<file path="src/rtl/core/ft42_pkg.sv">
// ----------------------------------------------------------------------------
// ft42_pkg
// Types, constants and helper functions of the base-42 free-text decoder.
// ----------------------------------------------------------------------------
`timescale 1ns / 1ps
`default_nettype none

package ft42_pkg;

    localparam int NUM_CHARS    = 13;
    localparam int PAYLOAD_BITS = 71;
    localparam int RADIX        = 42;

    localparam int HIGH_W  = 7;
    localparam int LOW_W   = 64;
    localparam int DIGIT_W = 6;
    localparam int CHUNK_W = 6;
    localparam int CODE_W  = 7;
    localparam int POS_W   = 4;

    localparam int CHUNK_COUNT = (PAYLOAD_BITS + CHUNK_W - 1) / CHUNK_W;
    localparam int SLOT_COUNT  = (NUM_CHARS > CHUNK_COUNT) ? NUM_CHARS : CHUNK_COUNT;
    localparam int SLOT_W      = $clog2(SLOT_COUNT);
    localparam int FEED_W      = SLOT_COUNT * CHUNK_W;

    localparam int RECIP       = 1560;
    localparam int RECIP_SHIFT = 16;
    localparam int STEP_W      = DIGIT_W + CHUNK_W;
    localparam int PROD_W      = STEP_W + 11;

    typedef struct packed {
        logic [HIGH_W-1:0] payload_high;
        logic [LOW_W-1:0]  payload_low;
    } t_in_item;

    typedef struct packed {
        logic [DIGIT_W-1:0] char_index;
        logic [CODE_W-1:0]  char_code;
        logic [POS_W-1:0]   text_position;
        logic               last_char;
    } t_out_item;

    typedef struct packed {
        logic               vld;
        logic               first;
        logic               last;
        logic [CHUNK_W-1:0] carry;
    } t_link;

    typedef struct packed {
        logic [CHUNK_W-1:0] q;
        logic [DIGIT_W-1:0] r;
    } t_divmod;

    // (hi * 64 + lo) / 42 and % 42 for hi below 42: reciprocal estimate, one fix-up
    function automatic t_divmod divmod_radix(input logic [DIGIT_W-1:0] hi,
                                             input logic [CHUNK_W-1:0] lo);
        logic [STEP_W-1:0]  v;
        logic [PROD_W-1:0]  p;
        logic [CHUNK_W-1:0] q0;
        logic [STEP_W-1:0]  r0;
        t_divmod            res;
        v   = {hi, lo};
        p   = PROD_W'(v) * PROD_W'(RECIP);
        q0  = p[RECIP_SHIFT +: CHUNK_W];
        r0  = STEP_W'(v - STEP_W'(q0) * STEP_W'(RADIX));
        if (r0 >= STEP_W'(RADIX)) begin
            res.q = CHUNK_W'(q0 + 1'b1);
            res.r = DIGIT_W'(r0 - STEP_W'(RADIX));
        end else begin
            res.q = q0;
            res.r = DIGIT_W'(r0);
        end
        return res;
    endfunction

    // Symbol set: space, 0-9, A-Z, + - . / ?
    function automatic logic [CODE_W-1:0] char_of(input logic [DIGIT_W-1:0] d);
        logic [CODE_W-1:0] c;
        case (d) inside
            6'd0:        c = 7'h20;
            [6'd1:6'd10]: c = CODE_W'(d) + 7'd47;
            [6'd11:6'd36]: c = CODE_W'(d) + 7'd54;
            6'd37:       c = 7'h2B;
            6'd38:       c = 7'h2D;
            6'd39:       c = 7'h2E;
            6'd40:       c = 7'h2F;
            default:     c = 7'h3F;
        endcase
        return c;
    endfunction

endpackage

`default_nettype wire

</file>
<file path="src/rtl/core/ft42_cell.sv">
// ----------------------------------------------------------------------------
// ft42_cell
// One base-42 digit of the conversion chain: digit = (digit*64 + carry-in) mod 42, carry-out = quotient.
// ----------------------------------------------------------------------------
`timescale 1ns / 1ps
`default_nettype none

module ft42_cell (
    input  logic                            i_clk,
    input  logic                            i_rst_n,
    input  logic                            i_adv,
    input  ft42_pkg::t_link                 i_link,
    output ft42_pkg::t_link                 o_link,
    output logic                            o_emit,
    output logic [ft42_pkg::DIGIT_W-1:0]    o_digit
);
    import ft42_pkg::*;

    logic [DIGIT_W-1:0] r_digit;
    logic [DIGIT_W-1:0] n_digit;
    t_link              r_link;
    t_link              n_link;
    logic [DIGIT_W-1:0] base;
    t_divmod            dm;

    always_comb begin
        base         = i_link.first ? '0 : r_digit;
        dm           = divmod_radix(base, i_link.carry);
        n_digit      = i_link.vld ? dm.r : r_digit;
        n_link.vld   = i_link.vld;
        n_link.first = i_link.first;
        n_link.last  = i_link.last;
        n_link.carry = dm.q;
    end

    assign o_emit  = i_adv & i_link.vld & i_link.last;
    assign o_digit = dm.r;
    assign o_link  = r_link;

    always_ff @(posedge i_clk) begin
        if (!i_rst_n) begin
            r_link <= '0;
        end else if (i_adv) begin
            r_link <= n_link;
        end
    end

    always_ff @(posedge i_clk) begin
        if (i_adv) begin
            r_digit <= n_digit;
        end
    end

endmodule

`default_nettype wire

</file>
<file path="src/rtl/core/ft42_feed.sv">
// ----------------------------------------------------------------------------
// ft42_feed
// Holds one payload and hands it to the chain six bits a slot, MSB first.
// ----------------------------------------------------------------------------
`timescale 1ns / 1ps
`default_nettype none

module ft42_feed (
    input  logic                i_clk,
    input  logic                i_rst_n,
    input  logic                i_adv,
    input  logic                i_valid,
    input  ft42_pkg::t_in_item  i_item,
    output logic                o_stall,
    output ft42_pkg::t_link     o_link
);
    import ft42_pkg::*;

    logic                     r_busy;
    logic                     n_busy;
    logic [SLOT_W-1:0]        r_slot;
    logic [SLOT_W-1:0]        n_slot;
    logic [FEED_W-1:0]        r_shift;
    logic [FEED_W-1:0]        n_shift;
    logic [HIGH_W+LOW_W-1:0]  full;
    logic                     last_slot;
    logic                     accept;

    assign full      = {i_item.payload_high, i_item.payload_low};
    assign last_slot = (r_slot == SLOT_W'(SLOT_COUNT - 1));
    assign o_stall   = r_busy & ~(i_adv & last_slot);
    assign accept    = i_valid & ~o_stall;

    always_comb begin
        o_link.vld   = r_busy;
        o_link.first = (r_slot == '0);
        o_link.last  = last_slot;
        o_link.carry = r_shift[FEED_W-1 -: CHUNK_W];
    end

    always_comb begin
        n_busy  = r_busy;
        n_slot  = r_slot;
        n_shift = r_shift;
        if (i_adv && r_busy) begin
            n_shift = r_shift << CHUNK_W;
            n_slot  = SLOT_W'(r_slot + 1'b1);
            if (last_slot) begin
                n_busy = 1'b0;
            end
        end
        if (accept) begin
            n_busy  = 1'b1;
            n_slot  = '0;
            n_shift = FEED_W'(full[PAYLOAD_BITS-1:0]);
        end
    end

    always_ff @(posedge i_clk) begin
        if (!i_rst_n) begin
            r_busy <= 1'b0;
            r_slot <= '0;
        end else begin
            r_busy <= n_busy;
            r_slot <= n_slot;
        end
    end

    always_ff @(posedge i_clk) begin
        r_shift <= n_shift;
    end

endmodule

`default_nettype wire

</file>
<file path="src/rtl/core/free_text_base42_decode_unit.sv">
// ----------------------------------------------------------------------------
// free_text_base42_decode_unit
// Splits a 71-bit free-text payload into 13 base-42 characters, LSD first.
// ----------------------------------------------------------------------------
// Channel   Direction  Handshake            Payload
// input     in         i_valid / o_stall    i_payload (t_in_item)
// result    out        o_valid / i_stall    o_result  (t_out_item)
//
// A payload enters the feed register and goes into the cell chain six bits per
// cycle over 13 slots unless the result side stalls; the next payload is
// taken as the last slot of the one before goes in. Cell k finishes its digit
// as the last slot reaches it; characters leave one per cycle unless stalled.
// Reset clears the feed state, the chain's valid tags and the output valid bit.
// A stall with a result held freezes the chain and the feed's shifting.
// ----------------------------------------------------------------------------
`timescale 1ns / 1ps
`default_nettype none

module free_text_base42_decode_unit (
    input  logic                  i_clk,
    input  logic                  i_rst_n,
    input  logic                  i_valid,
    input  ft42_pkg::t_in_item    i_payload,
    output logic                  o_stall,
    output logic                  o_valid,
    output ft42_pkg::t_out_item   o_result,
    input  logic                  i_stall
);
    import ft42_pkg::*;

    t_link              link  [NUM_CHARS+1];
    logic               emit  [NUM_CHARS];
    logic [DIGIT_W-1:0] digit [NUM_CHARS];
    logic               adv;
    logic               any_emit;
    t_out_item          sel;
    logic               r_out_vld;
    t_out_item          r_out;

    assign adv = ~r_out_vld | ~i_stall;

    ft42_feed u_feed (
        .i_clk   (i_clk),
        .i_rst_n (i_rst_n),
        .i_adv   (adv),
        .i_valid (i_valid),
        .i_item  (i_payload),
        .o_stall (o_stall),
        .o_link  (link[0])
    );

    for (genvar g = 0; g < NUM_CHARS; g++) begin : g_cell
        ft42_cell u_cell (
            .i_clk   (i_clk),
            .i_rst_n (i_rst_n),
            .i_adv   (adv),
            .i_link  (link[g]),
            .o_link  (link[g+1]),
            .o_emit  (emit[g]),
            .o_digit (digit[g])
        );
    end

    always_comb begin
        any_emit = 1'b0;
        sel      = '0;
        for (int k = 0; k < NUM_CHARS; k++) begin
            if (emit[k]) begin
                any_emit          = 1'b1;
                sel.char_index    = digit[k];
                sel.char_code     = char_of(digit[k]);
                sel.text_position = POS_W'(NUM_CHARS - 1 - k);
                sel.last_char     = (k == NUM_CHARS - 1);
            end
        end
    end

    always_ff @(posedge i_clk) begin
        if (!i_rst_n) begin
            r_out_vld <= 1'b0;
        end else if (adv) begin
            r_out_vld <= any_emit;
        end
    end

    always_ff @(posedge i_clk) begin
        if (adv) begin
            r_out <= sel;
        end
    end

    assign o_valid  = r_out_vld;
    assign o_result = r_out;

endmodule

`default_nettype wire

</file>
<file path="config.mk">
export PLATFORM = sky130hd
export DESIGN_NAME = free_text_base42_decode_unit
export DESIGN_NICKNAME = d
export VERILOG_FILES = /design/src/rtl/core/ft42_pkg.sv /design/src/rtl/core/ft42_cell.sv /design/src/rtl/core/ft42_feed.sv /design/src/rtl/core/free_text_base42_decode_unit.sv
export SDC_FILE = /design/constraint.sdc
export NUM_CORES = 2
export LEC_CHECK = 0
export BUFFER_PORTS_ARGS = -buffer_cell sky130_fd_sc_hd__buf_4
export CAP_MARGIN = 15
export CORE_MARGIN = 2
export CORE_UTILIZATION = 30
export CTS_BUF_LIST = sky130_fd_sc_hd__clkbuf_8
export DETAILED_ROUTE_END_ITERATION = 8
export HOLD_SLACK_MARGIN = 0.1
export PLACE_DENSITY_LB_ADDON = 0.12
export SLEW_MARGIN = 20
export SYNTH_ARGS = -nofsm -noshare
export SYNTH_HDL_FRONTEND = slang
export SYNTH_HIERARCHICAL = 1
export SYNTH_SLANG_ARGS = --single-unit
</file>
<file path="constraint.sdc">
create_clock -name i_clk -period 12.8 [get_ports i_clk]
set_input_delay 1.92 -clock i_clk [delete_from_list [all_inputs] [get_ports i_clk]]
set_output_delay 1.92 -clock i_clk [all_outputs]
set_load 0.02 [all_outputs]
</file>
==> flow_metrics.tcl <==
set metrics [dict create \
    status "finished, final reports clean" \
    cts_tree "done" \
    period_needed_ps 11730 \
    avgSynthCellArea_um2 8.72 \
    root_buffer "clkbuf_8" \
    max_stage_delay_ps 610 \
    tns_ps 0 \
    gp_congestion 0.851 \
    grt_pass1_wl_mm 238 \
    antenna_found_initial 2 \
    cts_sinks 288 \
    hold_violations 0 \
    rsz0062_at_grt "no" \
    cts_hold_buf 0 \
    cts_setup_buffers 0 \
    cts-resized-gates 0 \
    grt_usage 0.162 \
    ant_nets 0 \
    finalSetupViolCount 0 \
    hpwl_mm 121 \
    critPathArrivalTime_ps 12220 \
    crit_top_cell "ha_1" \
    rows 153 \
    vias 42800 \
    fp.dieH_um 422 \
    routedWlPerCell_um 17.5 \
    grt_pass1_vias 43200 \
    cts_buffers 61 \
    worst_clock_skew_ps 67.5 \
    start_util 0.301 \
    path_clk_slew_ps 60 \
    startpoint_type "register" \
    port_buffers 94 \
    crit_fanout 13 \
    clk_latency_ps 740 \
    nets 7311 \
    critPathSlowestCell "xor2_1" \
    synthCells 5999 \
    dieArea_mm2 0.178 \
    syn_to_final_growth_pct 7.94 \
    cp-end-kind "register" \
    drive_above_1_share 0.0896 \
    drt_first_pass_iters 7 \
    fmax_mhz 85.2 \
    cp.required_ps 13290 \
    crit_type "register to register" \
    grt_max_degree 104 \
    grt_overflow 0 \
    clk_path_buf_depth 3 \
    tightestPinTransition_ps 1050 \
    io_pins 95 \
    synth_warnings 6 \
    wl_mm 147 \
    drv_slew 0 \
    htreeDepth 2 \
    drtIter0Drc 2012 \
    slew_headroom 0.279 \
    core_area_mm2 0.174 \
    drc_errors 0 \
    drv_cap 0 \
    min_path_type "register to register" \
    fill_cells 18400 \
    syn_nets 7322 \
    syn_area_mm2 0.0523 \
    dieWidth_um 422 \
    avgViaCountPerCell 5.12 \
    period_share 0.917 \
]
[cell type report]
cell class / count / area (µm²) / share of cell area
inverter: 614 / 2300 / 0.0408
multi-input combinational: 4845 / 41100 / 0.728
tap: 2325 / 2910 / 0.0515
antenna: 3 / 7.51 / 0.000133
sequential: 288 / 7440 / 0.132
clock inverter: 49 / 437 / 0.00773
clock buffer: 66 / 908 / 0.0161
timing repair buffer: 178 / 1350 / 0.0239
[routing by layer]
| metal | GRT usage | part of all wire | up-vias |
|---|---|---|---|
| li1 | - | - | 21800 |
| met4 | 0.0318 | 0.018 | 2 |
| met5 | 0 | 0.000061 | - |
| met1 | 0.213 | 0.47 | 20300 |
| met3 | 0.0168 | 0.029 | 130 |
| met2 | 0.287 | 0.49 | 542 |
[flip-flops by register name, indices dropped and copies added, names as in the netlist]
signal / flops
u_feed/r_busy: 1
u_feed/r_shift: 78
o_result: 18
o_valid: 1
u_feed/r_slot: 4
g_cell.u_cell/r_digit: 78
g_cell.u_cell/o_link: 108
[worst max-delay path, delay by kind of cell, from the launching register on]
family | cells | cell delay [ps]
adder cells (fa/ha/maj) | 11 | 3620
AO/OA/AOI/OAI | 13 | 2910
AND/OR/NAND/NOR | 9 | 2470
XOR/XNOR | 4 | 1100
buffers and inverters | 9 | 980
flip-flops | 1 | 390
[metrics by stage]
step                      cells   util  area, µm²  setup WS, ps  hold WS [ps]
after floorplan            5999      -      52300          2290           432
after global placement     8250  0.317      55100          1110           439
after detailed placement   8250  0.317      55100          1120           443
after CTS                  8365  0.325      56400          1060           452
after global routing       8368  0.325      56500           170           494
final                      8368  0.325      56500          1070           453
[path summary, 6_finish.rpt]
path | from | end | slack (ps) | depth (start not counted)
worst max-delay path | u_feed/r_slot[0] | o_result[9] | 1070 | 46
worst min-delay path | u_feed/r_shift[71] | u_feed/r_shift[77] | 450 | 2
worst max register to register | u_feed/r_slot[0] | o_result[9] | 1070 | 46
worst min register to register | u_feed/r_shift[71] | u_feed/r_shift[77] | 450 | 2
[cells in the final DEF (no fill, tap or decap), types with 51 or more instances in the layout]
cell type,count
a211oi_1,55
a21o_1,75
a21oi_1,321
a31oi_1,93
and2_1,78
and3_1,74
buf_4,177
clkbuf_8,66
dfxtp_1,121
edfxtp_1,167
fa_1,143
ha_1,1105
inv_1,620
mux2_2,63
mux2i_1,64
nand2_1,258
nand2b_1,63
nand3_1,127
nand4_1,51
nor2_1,283
nor2b_1,153
nor3_1,145
o211ai_1,58
o21a_1,62
o21ai_0,259
o21ai_1,55
or3_1,52
xnor2_1,243
xor2_1,175
Power is left out: the tool's default activity adds up to more than one toggle a clock period on the data nets, which glitch-free logic cannot reach.
